## src/sv/isou8_pkg.sv

```systemverilog
// ----------------------------------------------------------------------------
// isou8_pkg
// Shared types, constants and the accent lookup for the ISO 6937 subset to
// UTF-8 transcoder.
// ----------------------------------------------------------------------------
`default_nettype none

package isou8_pkg;

    // Pending diacritic prefix
    typedef enum logic [1:0] {
        PFX_NONE  = 2'd0,
        PFX_ACUTE = 2'd1,
        PFX_CARON = 2'd2,
        PFX_RING  = 2'd3
    } pfx_t;

    localparam logic [7:0] BYTE_ACUTE = 8'hC2;
    localparam logic [7:0] BYTE_CARON = 8'hCF;
    localparam logic [7:0] BYTE_RING  = 8'hCA;
    localparam logic [7:0] BYTE_AMP   = 8'h26;
    localparam logic [7:0] ASCII_MAX  = 8'h7F;

    localparam int unsigned RUN_DEPTH = 5;
    localparam int unsigned RUN_CNT_W = $clog2(RUN_DEPTH + 1);

    // "&amp;" with element 0 sent first
    localparam logic [RUN_DEPTH-1:0][7:0] AMP_ESCAPE =
        {8'h3B, 8'h70, 8'h6D, 8'h61, 8'h26};

    localparam logic [RUN_CNT_W-1:0] CNT_ONE  = RUN_CNT_W'(1);
    localparam logic [RUN_CNT_W-1:0] CNT_PAIR = RUN_CNT_W'(2);
    localparam logic [RUN_CNT_W-1:0] CNT_AMP  = RUN_CNT_W'(RUN_DEPTH);

    typedef struct packed {
        logic [7:0] in_byte;
        logic       string_end;
    } in_item_t;

    typedef struct packed {
        logic [7:0] out_byte;
        logic       run_last;
    } out_item_t;

    // Output bytes caused by one input transaction
    typedef struct packed {
        logic [RUN_DEPTH-1:0][7:0] bytes;
        logic [RUN_CNT_W-1:0]      cnt;
    } run_t;

    // Code point of the accented letter, zero when the pair is unknown
    function automatic logic [8:0] accent_lookup(input pfx_t pfx, input logic [7:0] base);
        logic [8:0] cp;
        cp = 9'h000;
        unique case (pfx)
            PFX_ACUTE:
                unique case (base)
                    "A": cp = 9'h0C1;  "a": cp = 9'h0E1;
                    "E": cp = 9'h0C9;  "e": cp = 9'h0E9;
                    "I": cp = 9'h0CD;  "i": cp = 9'h0ED;
                    "O": cp = 9'h0D3;  "o": cp = 9'h0F3;
                    "U": cp = 9'h0DA;  "u": cp = 9'h0FA;
                    "Y": cp = 9'h0DD;  "y": cp = 9'h0FD;
                    default: cp = 9'h000;
                endcase
            PFX_CARON:
                unique case (base)
                    "C": cp = 9'h10C;  "c": cp = 9'h10D;
                    "D": cp = 9'h10E;  "d": cp = 9'h10F;
                    "E": cp = 9'h11A;  "e": cp = 9'h11B;
                    "N": cp = 9'h147;  "n": cp = 9'h148;
                    "R": cp = 9'h158;  "r": cp = 9'h159;
                    "S": cp = 9'h160;  "s": cp = 9'h161;
                    "T": cp = 9'h164;  "t": cp = 9'h165;
                    "Z": cp = 9'h17D;  "z": cp = 9'h17E;
                    default: cp = 9'h000;
                endcase
            PFX_RING:
                unique case (base)
                    "U": cp = 9'h16E;  "u": cp = 9'h16F;
                    default: cp = 9'h000;
                endcase
            default: cp = 9'h000;
        endcase
        return cp;
    endfunction

endpackage

`default_nettype wire

```

## src/sv/iso6937_subset_to_utf8.sv

```systemverilog
// ----------------------------------------------------------------------------
// iso6937_subset_to_utf8: an input byte passes the input register and then the run buffer before output.
// Throughput: one output byte per cycle while utf8_ready is high. The run buffer sets the rate:
// a decoded byte with output waits in the input register until the run buffer is free, so "&"
// (five bytes) and an accented letter (two bytes) stall input while they are sent; other bytes do not.
// Reset: rst_n async active low clears valids and pending prefix; payload regs not reset.
// ----------------------------------------------------------------------------
`default_nettype none

module iso6937_subset_to_utf8
    import isou8_pkg::*;
(
    input  var logic      clk,
    input  var logic      rst_n,
    input  var logic      coded_valid,
    output logic          coded_ready,
    input  var in_item_t  coded,
    output logic          utf8_valid,
    input  var logic      utf8_ready,
    output out_item_t     utf8
);

    // Input register: one accepted transaction waiting for decode
    logic     s1_valid_reg;
    logic     s1_valid_next;
    in_item_t s1_item_reg;

    // Pending diacritic prefix, advanced in input order
    pfx_t     pending_reg;
    pfx_t     pending_next;

    run_t     dec_run;
    logic     run_free;
    logic     s1_adv;
    logic     run_load;

    isou8_decode u_decode (
        .item         (s1_item_reg),
        .pending      (pending_reg),
        .run          (dec_run),
        .pending_next (pending_next)
    );

    // Advance the decoded item: runs with no bytes retire at once, others
    // need the run buffer free (empty or sending its last byte now).
    assign s1_adv      = s1_valid_reg && ((dec_run.cnt == '0) || run_free);
    assign run_load    = s1_adv && (dec_run.cnt != '0);
    assign coded_ready = !s1_valid_reg || s1_adv;

    always_comb
    begin
        s1_valid_next = s1_valid_reg;
        if (coded_valid && coded_ready)
        begin
            s1_valid_next = 1'b1;
        end
        else if (s1_adv)
        begin
            s1_valid_next = 1'b0;
        end
    end

    always_ff @(posedge clk or negedge rst_n)
    begin
        if (!rst_n)
        begin
            s1_valid_reg <= 1'b0;
            pending_reg  <= PFX_NONE;
        end
        else
        begin
            s1_valid_reg <= s1_valid_next;
            if (s1_adv)
            begin
                pending_reg <= pending_next;
            end
        end
    end

    // Capture payload on every input transaction
    always_ff @(posedge clk)
    begin
        if (coded_valid && coded_ready)
        begin
            s1_item_reg <= coded;
        end
    end

    isou8_run_buf u_run_buf (
        .clk        (clk),
        .rst_n      (rst_n),
        .load       (run_load),
        .run        (dec_run),
        .free       (run_free),
        .utf8_valid (utf8_valid),
        .utf8_ready (utf8_ready),
        .utf8       (utf8)
    );

`ifndef ASSERT_OFF
    a_end_clears_prefix: assert property (@(posedge clk) disable iff (!rst_n)
        (s1_adv && s1_item_reg.string_end) |=> (pending_reg == PFX_NONE))
        else $error("prefix left pending after string end");

    a_prefix_consumed: assert property (@(posedge clk) disable iff (!rst_n)
        (s1_adv && pending_reg != PFX_NONE) |=> (pending_reg == PFX_NONE))
        else $error("prefix not consumed by base letter");

    a_s1_holds: assert property (@(posedge clk) disable iff (!rst_n)
        (s1_valid_reg && !s1_adv) |=> (s1_valid_reg && $stable(s1_item_reg)
                                       && $stable(pending_reg)))
        else $error("stalled input item or prefix changed");
`endif

endmodule

`default_nettype wire

```

## src/sv/isou8_decode.sv

```systemverilog
// ----------------------------------------------------------------------------
// isou8_decode
// Maps one coded byte and the pending prefix to its run of UTF-8 bytes and
// the next pending prefix.
// ----------------------------------------------------------------------------
`default_nettype none

module isou8_decode
    import isou8_pkg::*;
(
    input  var in_item_t item,
    input  var pfx_t     pending,
    output run_t         run,
    output pfx_t         pending_next
);

    logic [8:0] cp;

    assign cp = accent_lookup(pending, item.in_byte);

    always_comb
    begin
        run          = '0;
        pending_next = pending;
        if (pending != PFX_NONE)
        begin
            // base letter: always consumed, dropped when unknown
            pending_next = PFX_NONE;
            if (cp != 9'h000)
            begin
                run.bytes[0] = {5'b11000, cp[8:6]};
                run.bytes[1] = {2'b10, cp[5:0]};
                run.cnt      = CNT_PAIR;
            end
        end
        else
        begin
            unique case (item.in_byte)
                BYTE_ACUTE: pending_next = PFX_ACUTE;
                BYTE_CARON: pending_next = PFX_CARON;
                BYTE_RING:  pending_next = PFX_RING;
                BYTE_AMP:
                begin
                    run.bytes = AMP_ESCAPE;
                    run.cnt   = CNT_AMP;
                end
                default:
                begin
                    if (item.in_byte <= ASCII_MAX)
                    begin
                        run.bytes[0] = item.in_byte;
                        run.cnt      = CNT_ONE;
                    end
                end
            endcase
        end
        if (item.string_end)
        begin
            pending_next = PFX_NONE;
        end
    end

endmodule

`default_nettype wire

```

## src/sv/isou8_run_buf.sv

```systemverilog
// ----------------------------------------------------------------------------
// isou8_run_buf
// Holds one run of output bytes and sends it one byte per transaction.
// ----------------------------------------------------------------------------
`default_nettype none

module isou8_run_buf
    import isou8_pkg::*;
(
    input  var logic      clk,
    input  var logic      rst_n,
    input  var logic      load,
    input  var run_t      run,
    output logic          free,
    output logic          utf8_valid,
    input  var logic      utf8_ready,
    output out_item_t     utf8
);

    localparam int unsigned IDX_W = $clog2(RUN_DEPTH);

    logic                      valid_reg;
    logic [IDX_W-1:0]          idx_reg;
    logic [RUN_DEPTH-1:0][7:0] bytes_reg;
    logic [RUN_CNT_W-1:0]      cnt_reg;
    logic                      last;
    logic                      fire;

    assign last = (RUN_CNT_W'(idx_reg) == RUN_CNT_W'(cnt_reg - CNT_ONE));
    assign fire = valid_reg && utf8_ready;
    assign free = !valid_reg || (fire && last);

    assign utf8_valid    = valid_reg;
    assign utf8.out_byte = bytes_reg[idx_reg];
    assign utf8.run_last = last;

    always_ff @(posedge clk or negedge rst_n)
    begin
        if (!rst_n)
        begin
            valid_reg <= 1'b0;
            idx_reg   <= '0;
        end
        else if (load)
        begin
            valid_reg <= 1'b1;
            idx_reg   <= '0;
        end
        else if (fire && last)
        begin
            valid_reg <= 1'b0;
        end
        else if (fire)
        begin
            idx_reg <= IDX_W'(idx_reg + 1'b1);
        end
    end

    always_ff @(posedge clk)
    begin
        if (load)
        begin
            bytes_reg <= run.bytes;
            cnt_reg   <= run.cnt;
        end
    end

`ifndef ASSERT_OFF
    a_run_nonempty: assert property (@(posedge clk) disable iff (!rst_n)
        valid_reg |-> (cnt_reg != '0))
        else $error("run buffer holds an empty run");

    a_idx_in_run: assert property (@(posedge clk) disable iff (!rst_n)
        valid_reg |-> (RUN_CNT_W'(idx_reg) < cnt_reg))
        else $error("run index past end of run");

    a_run_continues: assert property (@(posedge clk) disable iff (!rst_n)
        (fire && !last) |=> (valid_reg && idx_reg == IDX_W'($past(idx_reg) + 1'b1)))
        else $error("run cut short before its last byte");

    a_load_when_free: assert property (@(posedge clk) disable iff (!rst_n)
        load |-> free)
        else $error("run loaded over a run still in flight");
`endif

endmodule

`default_nettype wire
```

## config.mk

```make
export PLATFORM = sky130hd
export DESIGN_NAME = iso6937_subset_to_utf8
export DESIGN_NICKNAME = d
export VERILOG_FILES = /design/src/sv/isou8_pkg.sv /design/src/sv/iso6937_subset_to_utf8.sv /design/src/sv/isou8_decode.sv /design/src/sv/isou8_run_buf.sv
export SDC_FILE = /design/constraint.sdc
export NUM_CORES = 1
export LEC_CHECK = 0
export ABC_CLOCK_PERIOD_IN_PS = 5100
export BUFFER_PORTS_ARGS = -buffer_cell sky130_fd_sc_hd__buf_2
export CAP_MARGIN = 20
export CORE_ASPECT_RATIO = 0.7
export CORE_MARGIN = 1
export CORE_UTILIZATION = 62
export CTS_CLUSTER_DIAMETER = 200
export DETAILED_ROUTE_END_ITERATION = 7
export PLACE_DENSITY = 0.82
export SYNTH_ARGS = -nofsm -noshare
export SYNTH_HDL_FRONTEND = slang
export SYNTH_HIERARCHICAL = 1
export SYNTH_SLANG_ARGS = --single-unit
```

## constraint.sdc

```tcl
create_clock -name clk -period 5.1 [get_ports clk]
set_input_delay 0.51 -clock clk [delete_from_list [all_inputs] [get_ports clk]]
set_output_delay 0.51 -clock clk [all_outputs]
set_load 0.01 [all_outputs]
```

==> impl_metrics.py <==
metrics = {
    "timing": {
        "timing.setup.tns_ns": 0,
        "setup_viol": 0,
        "rsz0062_at_grt": "no",
        "post-route-period-util_pct": 75.3,
        "hold_viol": 0,
        "tightest_slew_ns": 0.961,
        "fmax_mhz": 261,
        "slew_viol_final": 0,
        "slew_headroom_pct": 35.8,
        "finalClockSkew_ns": 0.00626,
        "period_needed_ns": 3.84,
    },
    "worst_setup_path": {
        "critPathBufInv": 1,
        "crit_path_cell_trace": "nand2b_1, a21oi_1, o31ai_2, and3_4, nand4b_1, nor3_2, o21ai_2, nor2_4, buf_4",
        "cp_slowest_cell": "edfxtp_1",
        "worstSetupEndpointType": "flop",
        "cp_data_arrival_time_ns": 3.86,
        "cpPeakStageDelay_ns": 0.78,
        "cp_data_required_time_ns": 5.13,
        "startpoint_type": "flop",
        "crit_type": "reg -> reg",
        "crit_fanout": 36,
        "path_delay_family": "simple AND/OR/NAND/NOR gates",
    },
    "route": {
        "routed_via_density": 5.92,
        "drc_errors": 0,
        "wl_per_cell_um": 16.8,
        "routed_wl_um": 5910,
        "drt-initial-drc-count": 218,
        "ant_nets": 0,
        "drtPass1Iterations": 5,
        "vias": 2090,
    },
    "hold_path": {
        "hp-class": "in -> reg",
    },
    "yosys": {
        "synth.ff_latch_count": 59,
        "yosys_warnings": 6,
        "ys_seq_area_share_pct": 52.8,
        "synth_top_area_cell": "edfxtp_1",
        "synth_edf_count": 52,
        "synthCells": 272,
        "netlist_area_um2": 3290,
        "synth_ff_type": "edfxtp_1",
        "syn_avg_cell_area_um2": 12.1,
        "synth_area_leaders": "edfxtp_1, buf_4, mux4_2",
        "synth_cell_types": 63,
        "synth_top_area_share_pct": 47.5,
        "synthArstFlopShare_pct": 11.9,
    },
    "run_status": {
        "status": "completed",
    },
    "cts": {
        "cts_buffer_depth": 2,
        "cts_root_buf": "clkbuf_8",
        "numClockSinks": 59,
        "htreeDepth": 3,
        "cts_tree": "built",
        "path_clk_slew_ns": 0.06,
        "clock_latency_ns": 0.33,
        "post-cts-setup-buffers": 0,
        "cts_made_buffers": 9,
    },
    "global_routing": {
        "grt_max_degree": 37,
        "grt.overflow.total": 0,
        "antenna_found_initial": 0,
        "grt_pass1_wl_um": 9760,
        "grtUsageTotal_pct": 24.2,
        "first_global_vias": 2030,
    },
    "flow_run": {
        "maxCapViolations": 0,
    },
    "layout": {
        "stdcell_count": 353,
        "drive_gt1_share_pct": 23.6,
        "final_net_count": 294,
        "num_antenna_cells": 0,
        "utilization_pct": 70.2,
        "largest_reg_flops": 40,
        "areaGrowthSynthToFinish_pct": 5.48,
        "design_area_um2": 3470,
        "layout_commonest_cell": "edfxtp_1",
        "layout_common_cells": "edfxtp_1, nand2_1, buf_2, inv_1, conb_1",
    },
    "floorplan": {
        "num_rows": 21,
        "coreArea_um2": 4940,
        "initial_core_util_pct": 66.5,
        "die-area_um2": 5600,
        "chipWidth_um": 89.0,
        "io_pins": 24,
        "die_h_um": 62.9,
    },
    "placed_design": {
        "placed_cells": 336,
        "dp_hpwl_um": 4040,
        "gp_congestion": 0.927,
        "portBuffers": 23,
        "dpl-instance-area_um2": 3270,
    },
    "pwr": {
        "power-per-cell-area_nw_per_um2": 454,
        "p_leak_uw": 0.00132,
        "total_power_uw": 1570,
        "ir_drop_mv": 0.238,
    },
}
[area by class of cell]
| type | instances | area (um2) |
|---|---|---|
| timing repair buffer | 26 | 140 |
| clock inverter | 6 | 56.3 |
| tap | 69 | 86.3 |
| clock buffer | 10 | 128 |
| fill | 379 | 1470 |
| multi-input combinational | 167 | 1260 |
| inverter | 16 | 60.1 |
| sequential | 59 | 1740 |
[power breakdown]
group          switching (uW)  internal (uW)
registers                 108            623
clock network             171            221
logic                     231            219
[worst paths after layout]
path / startpoint / endpoint / slack (ns) / depth (start not counted)
max reg2reg: s1_item_reg[4] / u_run_buf/bytes_reg[1] / 1.26 / 9
min: coded[5] / s1_item_reg[5] / 0.35 / 1
max in group asynchronous: rst_n / u_run_buf/utf8_valid / 4.39 / 2
min reg2reg: u_run_buf/utf8_valid / u_run_buf/utf8_valid / 0.56 / 1
max: s1_item_reg[4] / u_run_buf/bytes_reg[1] / 1.26 / 9
min in group asynchronous: rst_n / u_run_buf/idx_reg[2] / 0.55 / 2
[cells by family after synthesis]
| logic type | Yosys count | synth area share [%] |
|---|---|---|
| compound gates | 41 | 9.14 |
| xor+xnor | 7 | 2.51 |
| fa+ha+maj | 2 | 0.761 |
| buf+inv | 56 | 10.2 |
| flops | 59 | 52.8 |
| mux | 13 | 7.27 |
| other cells | 1 | 0.114 |
| simple gates | 93 | 17.2 |
[synth_stat cells (3+ instances only)]
cell type,number
edfxtp_1,52
nand2_1,29
buf_4,28
inv_1,15
buf_2,10
mux4_2,8
o21ai_0,8
dfrtp_1,7
nand4b_1,6
nor2b_1,5
nor3_1,5
o21ai_1,5
a31oi_1,4
and3_1,4
nand2b_1,4
nor2_1,4
nor3b_1,4
nor4_1,4
or2_2,4
a211o_1,3
a21oi_1,3
and2_1,3
nand3_1,3
xor2_1,3
[stage by stage]
stage / hold WS (ns) / setup slack, ns
floorplan: 0.214 / 0.752
global placement: 0.351 / 1.45
detailed placement: 0.357 / 1.28
CTS: 0.337 / 1.28
global route: 0.334 / 0.947
finish: 0.353 / 1.26
[timing repair]
item	4_1_cts	5_1_grt
hold endpoints to repair	7	0
resized for setup	0	0
hold buffers	1	0
[routing by layer]
layer  share of wire [%]  vias up  global-route usage, %  wire length [um]
met5                   0        -                      0                 0
li1                    -      984                      -                 -
met4                 1.8        0                   9.13               107
met1                  45      996                   33.5              2660
met3                 8.7       12                   9.64               512
met2                  45       98                   34.5              2640
[worst register-to-register path, stage by stage (launching register included)]
cell,delay [ns]
edfxtp_1,0.78
nand2b_1,0.25
a21oi_1,0.14
o31ai_2,0.34
and3_4,0.25
nand4b_1,0.16
nor3_2,0.36
o21ai_2,0.15
nor2_4,0.75
buf_4,0.36
Note: power is estimated with default switching activity, not from simulation.
